<file path="src/hw/rtl/rpn_pkg.sv">
// rpn_pkg: shared constants for the reverse-Polish stack evaluator
// operator codes, status codes, default sizes and iteration counts
// no dependencies
`timescale 1ns / 1ps
`default_nettype none

package rpn_pkg;

  // default sizes handed to the top level parameters
  localparam int DEF_STACK_DEPTH = 16;
  localparam int DEF_FRAC_BITS   = 16;

  // operator codes carried with an operator request
  localparam logic [2:0] OP_ADD = 3'd0;
  localparam logic [2:0] OP_SUB = 3'd1;
  localparam logic [2:0] OP_MUL = 3'd2;
  localparam logic [2:0] OP_DIV = 3'd3;

  // status codes returned with each result
  localparam logic [1:0] ST_OK        = 2'd0;
  localparam logic [1:0] ST_UNDERFLOW = 2'd1;
  localparam logic [1:0] ST_OVERFLOW  = 2'd2;
  localparam logic [1:0] ST_DIVZERO   = 2'd3;

  // iterations of the shared adder for multiply and divide
  localparam logic [5:0] MUL_STEPS = 6'd32;
  localparam logic [5:0] DIV_STEPS = 6'd33;

  // saturation limits
  localparam logic [31:0] VAL_MAX = 32'h7FFF_FFFF;
  localparam logic [31:0] VAL_MIN = 32'h8000_0000;

endpackage

`default_nettype wire

</file>
<file path="src/hw/rtl/rpn_stack_evaluator.sv">
// rpn_stack_evaluator: reverse-Polish evaluator on a fixed-point operand stack
// one shared 34-bit adder serves add, subtract, shift-add multiply and divide
// depends on rpn_pkg
// a divide skips its steps when it saturates early or divides by zero; a last token adds
//   a read of the top before the result is emitted
// throughput: one token at a time; multiply and divide are set by the one-bit-per-cycle
//   passes through the shared adder, the rest by the registered stack memory reads
// reset: rst (synchronous) empties the stack, clears the sticky error and drops the
//   output valid; stack memory and output data are not cleared and need no sweep
`timescale 1ns / 1ps
`default_nettype none

module rpn_stack_evaluator #(
  parameter int STACK_DEPTH = rpn_pkg::DEF_STACK_DEPTH,
  parameter int FRAC_BITS   = rpn_pkg::DEF_FRAC_BITS
) (
  input  wire logic        clk,
  input  wire logic        rst,
  // token request
  input  wire logic        s_tvalid,
  output logic             s_tready,
  input  wire logic [31:0] s_tdata,   // [31:0] operand_value
  input  wire logic [3:0]  s_tuser,   // [0] cmd, [3:1] op_code
  input  wire logic        s_tlast,   // last_token
  // result request
  output logic             m_tvalid,
  input  wire logic        m_tready,
  output logic [31:0]      m_tdata,   // [31:0] result_value
  output logic [1:0]       m_tuser    // [1:0] status
);

  import rpn_pkg::*;

  localparam int AW  = (STACK_DEPTH > 1) ? $clog2(STACK_DEPTH) : 1;
  localparam int SPW = $clog2(STACK_DEPTH + 1);
  localparam logic [SPW-1:0] SP_FULL = SPW'(STACK_DEPTH);
  localparam logic [SPW-1:0] SP_TWO  = SPW'(2);
  localparam logic [31:0] ONE_FX  = 32'd1 << FRAC_BITS;
  localparam logic [31:0] NEG_ONE = ~ONE_FX + 32'd1;

  typedef enum logic [8:0] {
    S_IDLE  = 9'b000000001,
    S_FETCH = 9'b000000010,
    S_LOAD  = 9'b000000100,
    S_MUL   = 9'b000001000,
    S_DIV   = 9'b000010000,
    S_SAT   = 9'b000100000,
    S_PUSH  = 9'b001000000,
    S_TOP   = 9'b010000000,
    S_EMIT  = 9'b100000000
  } state_t;

  state_t          state, state_next;
  logic [SPW-1:0]  sp, sp_next;
  logic [1:0]      err, err_next;
  logic [5:0]      count, count_next;

  logic            tok_cmd;
  logic [31:0]     tok_val;
  logic [2:0]      tok_op;
  logic            tok_last;

  logic [31:0]     acc_hi, acc_hi_next;
  logic [32:0]     acc_lo, acc_lo_next;
  logic [31:0]     opnd, opnd_next;
  logic            neg, neg_next;
  logic [31:0]     res, res_next;

  logic            out_load;
  logic [31:0]     out_data;
  logic [1:0]      out_status;

  // stack memory and its ports
  logic [31:0]     stack_mem [STACK_DEPTH];
  logic            mem_we;
  logic [AW-1:0]   mem_waddr;
  logic [31:0]     mem_wdata;
  logic [AW-1:0]   rd_addr_a, rd_addr_b;
  logic [31:0]     rd_a, rd_b;
  logic [SPW-1:0]  sp_m1, sp_m2;

  // shared adder
  logic [33:0]     alu_a, alu_b, alu_y;
  logic            alu_sub;

  // operand magnitudes and divide setup
  logic [31:0]     lmag, rmag;
  logic [63:0]     dvd_full;
  logic [63:0]     mag;
  logic [32:0]     trial;

  assign sp_m1     = sp - SPW'(1);
  assign sp_m2     = sp - SPW'(2);
  assign rd_addr_a = sp_m1[AW-1:0];
  assign rd_addr_b = sp_m2[AW-1:0];

  assign s_tready = (state == S_IDLE);

  // memory: one write port, two registered read ports
  always_ff @(posedge clk) begin
    if (mem_we) begin
      stack_mem[mem_waddr] <= mem_wdata;
    end
    rd_a <= stack_mem[rd_addr_a];
    rd_b <= stack_mem[rd_addr_b];
  end

  // operand magnitudes; left is the deeper entry, right the top
  assign lmag     = rd_b[31] ? (~rd_b + 32'd1) : rd_b;
  assign rmag     = rd_a[31] ? (~rd_a + 32'd1) : rd_a;
  assign dvd_full = {32'd0, lmag} << FRAC_BITS;
  assign trial    = {acc_hi, acc_lo[32]};

  // shared adder operand select
  always_comb begin
    alu_a   = '0;
    alu_b   = '0;
    alu_sub = 1'b0;
    case (state)
      S_LOAD: begin
        alu_a   = {{2{rd_b[31]}}, rd_b};
        alu_b   = {{2{rd_a[31]}}, rd_a};
        alu_sub = (tok_op == OP_SUB);
      end
      S_MUL: begin
        alu_a = {2'b00, acc_hi};
        alu_b = acc_lo[0] ? {2'b00, opnd} : 34'd0;
      end
      S_DIV: begin
        alu_a   = {1'b0, trial};
        alu_b   = {2'b00, opnd};
        alu_sub = 1'b1;
      end
      default: begin
        alu_a = '0;
      end
    endcase
  end

  assign alu_y = alu_a + (alu_b ^ {34{alu_sub}}) + {33'd0, alu_sub};

  // magnitude of the finished product or quotient
  assign mag = (tok_op == OP_MUL) ? ({acc_hi, acc_lo[31:0]} >> FRAC_BITS)
                                  : {31'd0, acc_lo};

  // sequencer
  always_comb begin
    state_next  = state;
    sp_next     = sp;
    err_next    = err;
    count_next  = count;
    acc_hi_next = acc_hi;
    acc_lo_next = acc_lo;
    opnd_next   = opnd;
    neg_next    = neg;
    res_next    = res;
    mem_we      = 1'b0;
    mem_waddr   = sp[AW-1:0];
    mem_wdata   = tok_val;
    out_load    = 1'b0;
    out_data    = rd_a;
    out_status  = err;
    case (state)
      S_IDLE: begin
        if (s_tvalid) begin
          state_next = S_FETCH;
        end
      end
      // push directly, or check depth before an operator
      S_FETCH: begin
        if (!tok_cmd) begin
          if (sp == SP_FULL) begin
            if (err == ST_OK) err_next = ST_OVERFLOW;
          end else begin
            mem_we  = 1'b1;
            sp_next = sp + SPW'(1);
          end
          state_next = tok_last ? S_TOP : S_IDLE;
        end else if (sp < SP_TWO) begin
          if (err == ST_OK) err_next = ST_UNDERFLOW;
          state_next = tok_last ? S_TOP : S_IDLE;
        end else begin
          state_next = S_LOAD;
        end
      end
      // operands are in the read registers
      S_LOAD: begin
        neg_next   = rd_a[31] ^ rd_b[31];
        count_next = '0;
        state_next = S_PUSH;
        case (tok_op)
          OP_ADD, OP_SUB: begin
            if (!alu_y[33] && (alu_y[32:31] != 2'b00)) begin
              res_next = VAL_MAX;
            end else if (alu_y[33] && (alu_y[32:31] != 2'b11)) begin
              res_next = VAL_MIN;
            end else begin
              res_next = alu_y[31:0];
            end
          end
          OP_MUL: begin
            acc_hi_next = '0;
            acc_lo_next = {1'b0, rmag};
            opnd_next   = lmag;
            state_next  = S_MUL;
          end
          OP_DIV: begin
            if (rd_a == 32'd0) begin
              if (err == ST_OK) err_next = ST_DIVZERO;
              if (rd_b == 32'd0) begin
                res_next = 32'd0;
              end else begin
                res_next = rd_b[31] ? VAL_MIN : VAL_MAX;
              end
            end else if ({1'b0, dvd_full[63:33]} >= rmag) begin
              // quotient needs more than 33 bits
              res_next = (rd_a[31] ^ rd_b[31]) ? VAL_MIN : VAL_MAX;
            end else begin
              acc_hi_next = {1'b0, dvd_full[63:33]};
              acc_lo_next = dvd_full[32:0];
              opnd_next   = rmag;
              state_next  = S_DIV;
            end
          end
          default: begin
            res_next = NEG_ONE;
          end
        endcase
      end
      // shift-add multiply, one multiplier bit a cycle
      S_MUL: begin
        acc_hi_next = alu_y[32:1];
        acc_lo_next = {1'b0, alu_y[0], acc_lo[31:1]};
        count_next  = count + 6'd1;
        if (count == MUL_STEPS - 6'd1) state_next = S_SAT;
      end
      // restoring divide, one quotient bit a cycle
      S_DIV: begin
        acc_hi_next = alu_y[33] ? trial[31:0] : alu_y[31:0];
        acc_lo_next = {acc_lo[31:0], ~alu_y[33]};
        count_next  = count + 6'd1;
        if (count == DIV_STEPS - 6'd1) state_next = S_SAT;
      end
      // apply sign and saturate
      S_SAT: begin
        if (neg) begin
          res_next = (mag > 64'h0000_0000_8000_0000) ? VAL_MIN : (~mag[31:0] + 32'd1);
        end else begin
          res_next = (mag > 64'h0000_0000_7FFF_FFFF) ? VAL_MAX : mag[31:0];
        end
        state_next = S_PUSH;
      end
      // replace the two operands with the result
      S_PUSH: begin
        mem_we     = 1'b1;
        mem_waddr  = sp_m2[AW-1:0];
        mem_wdata  = res;
        sp_next    = sp_m1;
        state_next = tok_last ? S_TOP : S_IDLE;
      end
      // read address of the top is presented
      S_TOP: begin
        state_next = S_EMIT;
      end
      // load the output register once it is free
      S_EMIT: begin
        if (sp == '0) begin
          out_data = 32'd0;
          if (err == ST_OK) out_status = ST_UNDERFLOW;
        end
        if (!m_tvalid || m_tready) begin
          out_load   = 1'b1;
          sp_next    = '0;
          err_next   = ST_OK;
          state_next = S_IDLE;
        end
      end
      default: begin
        state_next = S_IDLE;
      end
    endcase
  end

  // control registers
  always_ff @(posedge clk) begin
    if (rst) begin
      state    <= S_IDLE;
      sp       <= '0;
      err      <= ST_OK;
      count    <= '0;
      m_tvalid <= 1'b0;
    end else begin
      state <= state_next;
      sp    <= sp_next;
      err   <= err_next;
      count <= count_next;
      if (out_load) begin
        m_tvalid <= 1'b1;
      end else if (m_tready) begin
        m_tvalid <= 1'b0;
      end
    end
  end

  // payload registers
  always_ff @(posedge clk) begin
    if (s_tvalid && s_tready) begin
      tok_cmd  <= s_tuser[0];
      tok_op   <= s_tuser[3:1];
      tok_val  <= s_tdata;
      tok_last <= s_tlast;
    end
    acc_hi <= acc_hi_next;
    acc_lo <= acc_lo_next;
    opnd   <= opnd_next;
    neg    <= neg_next;
    res    <= res_next;
    if (out_load) begin
      m_tdata <= out_data;
      m_tuser <= out_status;
    end
  end

  // checks
  a_sp_bound: assert property (@(posedge clk) disable iff (rst)
    sp <= SP_FULL)
    else $error("stack pointer beyond depth");

  a_out_from_emit: assert property (@(posedge clk) disable iff (rst)
    $rose(m_tvalid) |-> $past(state == S_EMIT))
    else $error("result loaded outside emit");

  a_clear_after_emit: assert property (@(posedge clk) disable iff (rst)
    (state == S_EMIT && (!m_tvalid || m_tready)) |=> (sp == '0 && err == ST_OK))
    else $error("stack not cleared after result");

  a_mul_count: assert property (@(posedge clk) disable iff (rst)
    (state == S_MUL) |-> (count < MUL_STEPS))
    else $error("multiply ran past its steps");

endmodule

`default_nettype wire

</file>
<file path="config.mk">
export PLATFORM = sky130hd
export DESIGN_NAME = rpn_stack_evaluator
export DESIGN_NICKNAME = d
export VERILOG_FILES = /design/src/hw/rtl/rpn_pkg.sv /design/src/hw/rtl/rpn_stack_evaluator.sv
export SDC_FILE = /design/constraint.sdc
export NUM_CORES = 2
export LEC_CHECK = 0
export ABC_CLOCK_PERIOD_IN_PS = 7540
export CAP_MARGIN = 0
export CORE_MARGIN = 2
export CORE_UTILIZATION = 57
export CTS_BUF_LIST = sky130_fd_sc_hd__clkbuf_4 sky130_fd_sc_hd__clkbuf_8
export DETAILED_ROUTE_END_ITERATION = 10
export DONT_BUFFER_PORTS = 1
export GPL_TIMING_DRIVEN = 1
export PLACE_DENSITY = 0.75
export SLEW_MARGIN = 0
export SYNTH_ARGS = -nofsm -noshare
export SYNTH_HDL_FRONTEND = slang
export SYNTH_SLANG_ARGS = --single-unit
export TNS_END_PERCENT = 20
</file>
<file path="constraint.sdc">
create_clock -name clk -period 7.54 [get_ports clk]
set_input_delay 1.508 -clock clk [delete_from_list [all_inputs] [get_ports clk]]
set_output_delay 1.508 -clock clk [all_outputs]
set_load 0.03 [all_outputs]
</file>
; Word level (Yosys, flattened, before mapping)
; Memory sizes are Yosys's and may differ from the RTL's. A register that Yosys moved wholly into a read port is not among the register bits.
; Cells that the tools add are included.
[totals]
register_bits = 224
ram_bits = 512
in_bits = 41
out_inout_bits = 36
wordCells = 170
memories = 1
[op_classes]
addsub = 9
order_cmp = 4
eq_ne = 35
mux = 72
bitwise = 6
reduce_logical = 27
[memory_table]
columns = memory, depth, width, rd, rd_clocked_by_memory_dff, wr, line
row1 = stack_mem, 16, 32, 2, 2, 1, rpn_stack_evaluator.sv:74  ; logic [31:0] stack_mem [STACK_DEPTH];
[op_table]
columns = operator, n
row1 = 32-bit two-way mux, 21
row2 = 34-bit case mux with 3 select lines, 2
row3 = 32-bit case mux with 2 select lines, 3
row4 = 32-bit case mux with 3 select lines, 2
row5 = 33-bit case mux with 3 select lines, 1
row6 = 32-bit by 1-bit adder with 32-bit output (second input constant), 3
row7 = 32-bit inverter, 3
row8 = 9-bit case mux with 9 select lines, 1
row9 = 33-bit two-way mux, 2
row10 = 33-bit case mux with 2 select lines, 1
row11 = 32-bit zero test, 2
row12 = 48-bit by 31-bit > comparator with 1-bit output (second input constant), 1
row13 = 48-bit by 32-bit > comparator with 1-bit output (second input constant), 1
row14 = 48-bit two-way mux, 1
row15 = 9-bit two-way mux, 4
row16 = 34-bit by 1-bit adder with 34-bit output, 1
row17 = 34-bit adder, 1
row18 = 34-bit bitwise XOR, 1
row19 = 15-bit by 32-bit >= comparator with 1-bit output, 1
row20 = 2-bit inequality test (second input constant), 13
row21 = 8-bit two-way mux, 3
row22 = 2-bit two-way mux, 11
row23 = 3-bit inequality test (second input constant), 6
row24 = 4-bit AND reduction, 4
row25 = other kinds (42), 64

; Longest topological paths before layout
[depth]
ltp_word = 11
ltp_mapped = 22
ltp_nobuf = 18

; Least setup slack after synthesis
; OpenSTA, ideal clock, no wires.
[synth_path]
path_type = flip-flop to flip-flop
startpoint = reg rd_b[8], read port of stack_mem
endpoint = reg acc_hi[0], enable pin
setup_time_ns = 0.434
t_arrival_ns = 6.972
required_ns = 7.106
slack_ns = 0.135
path_stages_with_launch = 17
path_buffers = 0
period_less_slack_ns = 7.405
path_cell_list = dfxtp_1 or4_4 or3_4 or4_4 or4_4 or2_4 o31ai_1 xor2_1 inv_1 ha_1 a2111oi_0 o21ai_0 a2111oi_0 a2111oi_0 a41o_1 a21oi_2 nand2b_1
[synth_between]
elab_chain_cells = 6
[synth_lines]
columns = item, line
row1 = start: declaration, rpn_stack_evaluator.sv:79  ; logic [31:0] rd_a, rd_b;
row2 = 32-bit inverter, rpn_stack_evaluator.sv:109  ; assign lmag = rd_b[31] ? (~rd_b + 32'd1) : rd_b;
row3 = 32-bit by 1-bit adder with 32-bit output, rpn_stack_evaluator.sv:109
row4 = 32-bit two-way mux, rpn_stack_evaluator.sv:109
row5 = 15-bit by 32-bit >= comparator with 1-bit output, rpn_stack_evaluator.sv:215  ; end else if ({1'b0, dvd_full[63:33]} >= rmag) begin
row6 = 3-bit inequality test (no line), -
row7 = 4-bit AND reduction (no line), -
row8 = end signal: assignment, rpn_stack_evaluator.sv:313  ; acc_hi <= acc_hi_next;
row9 = end: declaration, rpn_stack_evaluator.sv:63  ; logic [31:0] acc_hi, acc_hi_next;
; Every way passes these cells.
; A chain may end at the register's enable or synchronous reset.

; Final worst setup path
[layout_path]
startpoint = reg state[7]
endpoint = reg res[14], data pin
[layout_between]
elab_chain_cells = 11
elab_cells_between_ends = 19
classes_between = add/sub (2) / eq/ne (5) / mux (7) / bitwise (1) / reduce/logical (4)
[layout_lines]
columns = item, line
row1 = start: declaration, rpn_stack_evaluator.sv:53  ; state_t state, state_next;
row2 = start signal: assignment, rpn_stack_evaluator.sv:293  ; state <= state_next;
row3 = 9-bit by 5-bit == test with 1-bit output (tied with other cells), rpn_stack_evaluator.sv:119  ; case (state)
row4 = 34-bit case mux with 3 select lines / 1-bit case mux with 2 select lines (equally long branches), rpn_stack_evaluator.sv:119
row5 = 34-bit bitwise XOR, rpn_stack_evaluator.sv:140  ; assign alu_y = alu_a + (alu_b ^ {34{alu_sub}}) + {33'd0, alu_sub};
row6 = 34-bit adder, rpn_stack_evaluator.sv:140
row7 = 34-bit by 1-bit adder with 34-bit output, rpn_stack_evaluator.sv:140
row8 = 2-bit inequality test, rpn_stack_evaluator.sv:195  ; end else if (alu_y[33] && (alu_y[32:31] != 2'b11)) begin
row9 = 1-bit logical AND, rpn_stack_evaluator.sv:195
row10 = 32-bit two-way mux, rpn_stack_evaluator.sv:195
row11 = 32-bit two-way mux, rpn_stack_evaluator.sv:193  ; if (!alu_y[33] && (alu_y[32:31] != 2'b00)) begin
row12 = 32-bit case mux with 3 select lines, rpn_stack_evaluator.sv:191  ; case (tok_op)
row13 = 32-bit case mux with 2 select lines *, rpn_stack_evaluator.sv:163  ; case (state)
row14 = net res_next[14], rpn_stack_evaluator.sv:67  ; logic [31:0] res, res_next;
row15 = end signal: assignment, rpn_stack_evaluator.sv:317  ; res <= res_next;
row16 = end: declaration, rpn_stack_evaluator.sv:67
; Mark *: on every way through the listed nets, which the timed path passes. The rest lies on a longest branch.

==> impl_metrics.py <==
metrics = {
    "yosys": {
        "syn_area_sq_um": 41200,
        "synth_cell_types": 86,
        "async_reset_ff_share_pct": 0,
        "synth_top_cell_area_share_pct": 52.0,
        "synth-edff-count": 713,
        "synth_area_leaders": "edfxtp_1 (52%), mux4_2 (18%), dfxtp_1 (4.2%)",
        "synth-seq-cells": 800,
        "yosys_most_used_dff": "edfxtp_1",
        "netlist_instances": 2913,
        "yosys.cell_count.top_type": "edfxtp_1",
        "ys_seq_area_share_pct": 56.3,
        "synth_common_cells": "edfxtp_1 (713), mux4_2 (320), nand2_1 (252), nor2_1 (156), a21oi_1 (145)",
        "synth_area_leader_cell": "edfxtp_1",
        "synth.avg_cell_area_sq_um": 14.1,
        "yosysWarningCount": 0,
        "syn_nets": 3014,
    },
    "place": {
        "dp_hpwl_um": 87200,
        "place.gp.congestion": 1.03,
        "io_buffer_count": 0,
        "placed_cell_area_sq_um": 42300,
    },
    "power_and_ir_drop": {
        "peakVddDrop_mv": 0.149,
        "power_density_nw_per_um2": 208,
        "cellLeakagePower_nw": 14.7,
    },
    "clock_tree": {
        "post-cts-setup-buffers": 0,
        "clock_path_buffers": 3,
        "clock-root-buffer": "clkbuf_8",
        "htreeDepth": 4,
        "cts_sinks": 800,
        "cts_hold_buffers": 0,
        "post_cts_resized": 0,
        "clkLatencyLatePin_ns": 0.80,
        "cts_tree": "done",
        "cts-buffers-inserted": 130,
        "clkSlewWorstSetupHoldPaths_ns": 0.06,
    },
    "sta": {
        "setup_viol": 0,
        "final-hold-violation-count": 0,
        "slew_violations": 0,
        "rsz0062_at_grt": "false",
        "worst_pin_slew_ns": 1.27,
        "timing.final.crit_share_pct": 87.3,
        "max_freq_ghz": 0.152,
        "fin_tns_setup_ns": 0,
        "skew_ns": 0.0384,
        "slew_headroom_pct": 14.7,
        "period_needed_ns": 6.58,
    },
    "floorplanning": {
        "io_pins": 77,
        "std_cell_rows": 98,
        "die_w_um": 273,
        "start_util_pct": 57.6,
        "die_h_um": 273,
        "dieArea_sq_um": 74400,
        "coreArea_sq_um": 71500,
    },
    "critical_path": {
        "path_delay_family": "compound AO/OA/AOI/OAI gates",
        "crit_required_ns": 8.15,
        "critical_path_class": "reg -> reg",
        "start_kind": "flop",
        "cp_slowest_cell": "o31ai_1",
        "crit_chain": "nor4_4 > nand2_1 > or3_1 > buf_4 > nand2_1 > a22oi_1 > xor2_1 > ha_1 > a21oi_1 > o221ai_1 > a2111oi_0 > buf_4 > o31ai_1 > a31oi_1 > xor2_1 > o21ai_0 > and2_1 > nor2_2 > buf_4 > a211oi_1",
        "worstPathArrival_ns": 7.20,
        "critPathMaxStageDelay_ns": 0.66,
        "worst-path-max-fanout": 32,
        "path_buf_inv": 3,
        "cp_common_cell": "buf_4",
        "crit_path_end_kind": "flop",
    },
    "cells_and_area": {
        "multi_input_area_sq_um": 17200,
        "utilization_pct": 63.0,
        "layout.nets": 3008,
        "fin_area_sq_um": 45000,
        "seq_area_sq_um": 23200,
        "layout-drive-gt1-share_pct": 22.0,
        "synthToLayoutAreaGrowth_pct": 9.41,
        "n_fill_cell": 5156,
    },
    "global_route": {
        "grt_max_degree": 126,
        "grt_overflow_total": 0,
        "grt_pass1_wl_um": 186000,
        "track_usage_pct": 34.9,
        "grt_pass1_vias": 27600,
        "antenna_found_initial": 8,
    },
    "flow_run": {
        "drv_cap": 0,
    },
    "min_path": {
        "worstHoldPathType": "reg -> reg",
    },
    "detailed_routing": {
        "drt_iter0_drc": 4447,
        "ant_nets": 0,
        "drt_first_pass_iters": 10,
        "wl_um": 129000,
        "viasPerCell": 7.15,
        "avgRoutedWirePerCell_um": 32.6,
        "drcViolationCount": 0,
        "vias": 28300,
    },
    "status": {
        "status": "finished, final reports clean",
    },
}
power by group:
part / total, mW / internal (mW) / switching, mW
logic: 0.433 / 0.146 / 0.287
registers: 4.94 / 4.88 / 0.0527
clock network: 3.98 / 2.20 / 1.77
kinds of logic after synthesis:
logic type                 Yosys count  synth area share, %
AOI/OAI and AO/OA                  575                 9.26
xor gates and xnor gates           127                 2.70
adders and majority gates           60                 1.84
buffers and inverters              258                 2.42
DFF                                800                 56.3
muxes                              388                 19.2
and+or+nand+nor                    705                 8.34
placed cells by master (no fill, tap or decap), drive strengths merged, types with 10 or more instances in the layout:
cell type | Yosys | layout
edfxtp | 713 | 713
mux4 | 320 | 320
nand2 | 252 | 252
clkbuf | 135 | 192
nor2 | 157 | 157
a21oi | 148 | 148
o21ai | 127 | 127
dfxtp | 87 | 87
xor2 | 78 | 78
inv | 60 | 70
a22oi | 68 | 68
mux2i | 63 | 63
ha | 59 | 59
buf | 62 | 59
nor3 | 56 | 56
and2 | 50 | 50
xnor2 | 49 | 49
nand3 | 34 | 34
a222oi | 29 | 29
o31ai | 24 | 24
clkinv | 1 | 24
o21a | 23 | 23
nand2b | 20 | 20
o221ai | 18 | 18
or3 | 17 | 17
a31oi | 16 | 16
a21o | 16 | 16
a211oi | 16 | 16
nor4 | 15 | 15
nor2b | 14 | 14
nand4 | 14 | 14
and3 | 14 | 14
or4 | 13 | 13
nor3b | 10 | 10
sequential cells by signal, indices dropped and copies added (netlist names), 2 cells and up:
name / cells
stack_mem: 512
acc_lo: 33
acc_hi: 32
m_tdata: 32
opnd: 32
rd_a: 32
rd_b: 32
res: 32
tok_val: 32
state: 9
count: 6
sp: 5
tok_op: 3
err: 2
m_tuser: 2
stage by stage:
step / worst slack (ns) / std cells / hold WS (ns) / total power [mW]
after global routing: 0.687 / 3961 / 0.526 / 9.59
final: 0.955 / 3962 / 0.488 / 9.34
after detailed placement: 1.20 / 3725 / 0.474 / 5.45
after floorplan: 0.135 / 2913 / 0.450 / 5.29
after global placement: 1.30 / 3725 / 0.463 / 5.43
after CTS: 1.18 / 3960 / 0.483 / 9.37
cell type report:
type | instances | area share [%]
diodes | 2 | 0.0111
clock buffers | 192 | 5.26
clock inverters | 43 | 0.872
inverters | 61 | 0.508
multi-input cells | 1855 | 38.2
flip-flops and latches | 800 | 51.4
well taps | 950 | 2.64
repair buffers | 59 | 1.04
routing by layer:
layer	global-route usage [%]	wire, um
met2	54.2	60500
met5	0	36
met3	7.69	15500
met1	46.9	46100
met4	17.4	6940
path summary, 6_finish.rpt:
check | from | end | slack (ns) | cells past startpoint
worst max-delay path | state[7] | res[14] | 0.96 | 20
worst min-delay path | count[5] | count[5] | 0.49 | 1
worst max register to register | state[7] | res[14] | 0.96 | 20
worst min register to register | count[5] | count[5] | 0.49 | 1
Note: power is estimated with default switching activity, not from simulation.
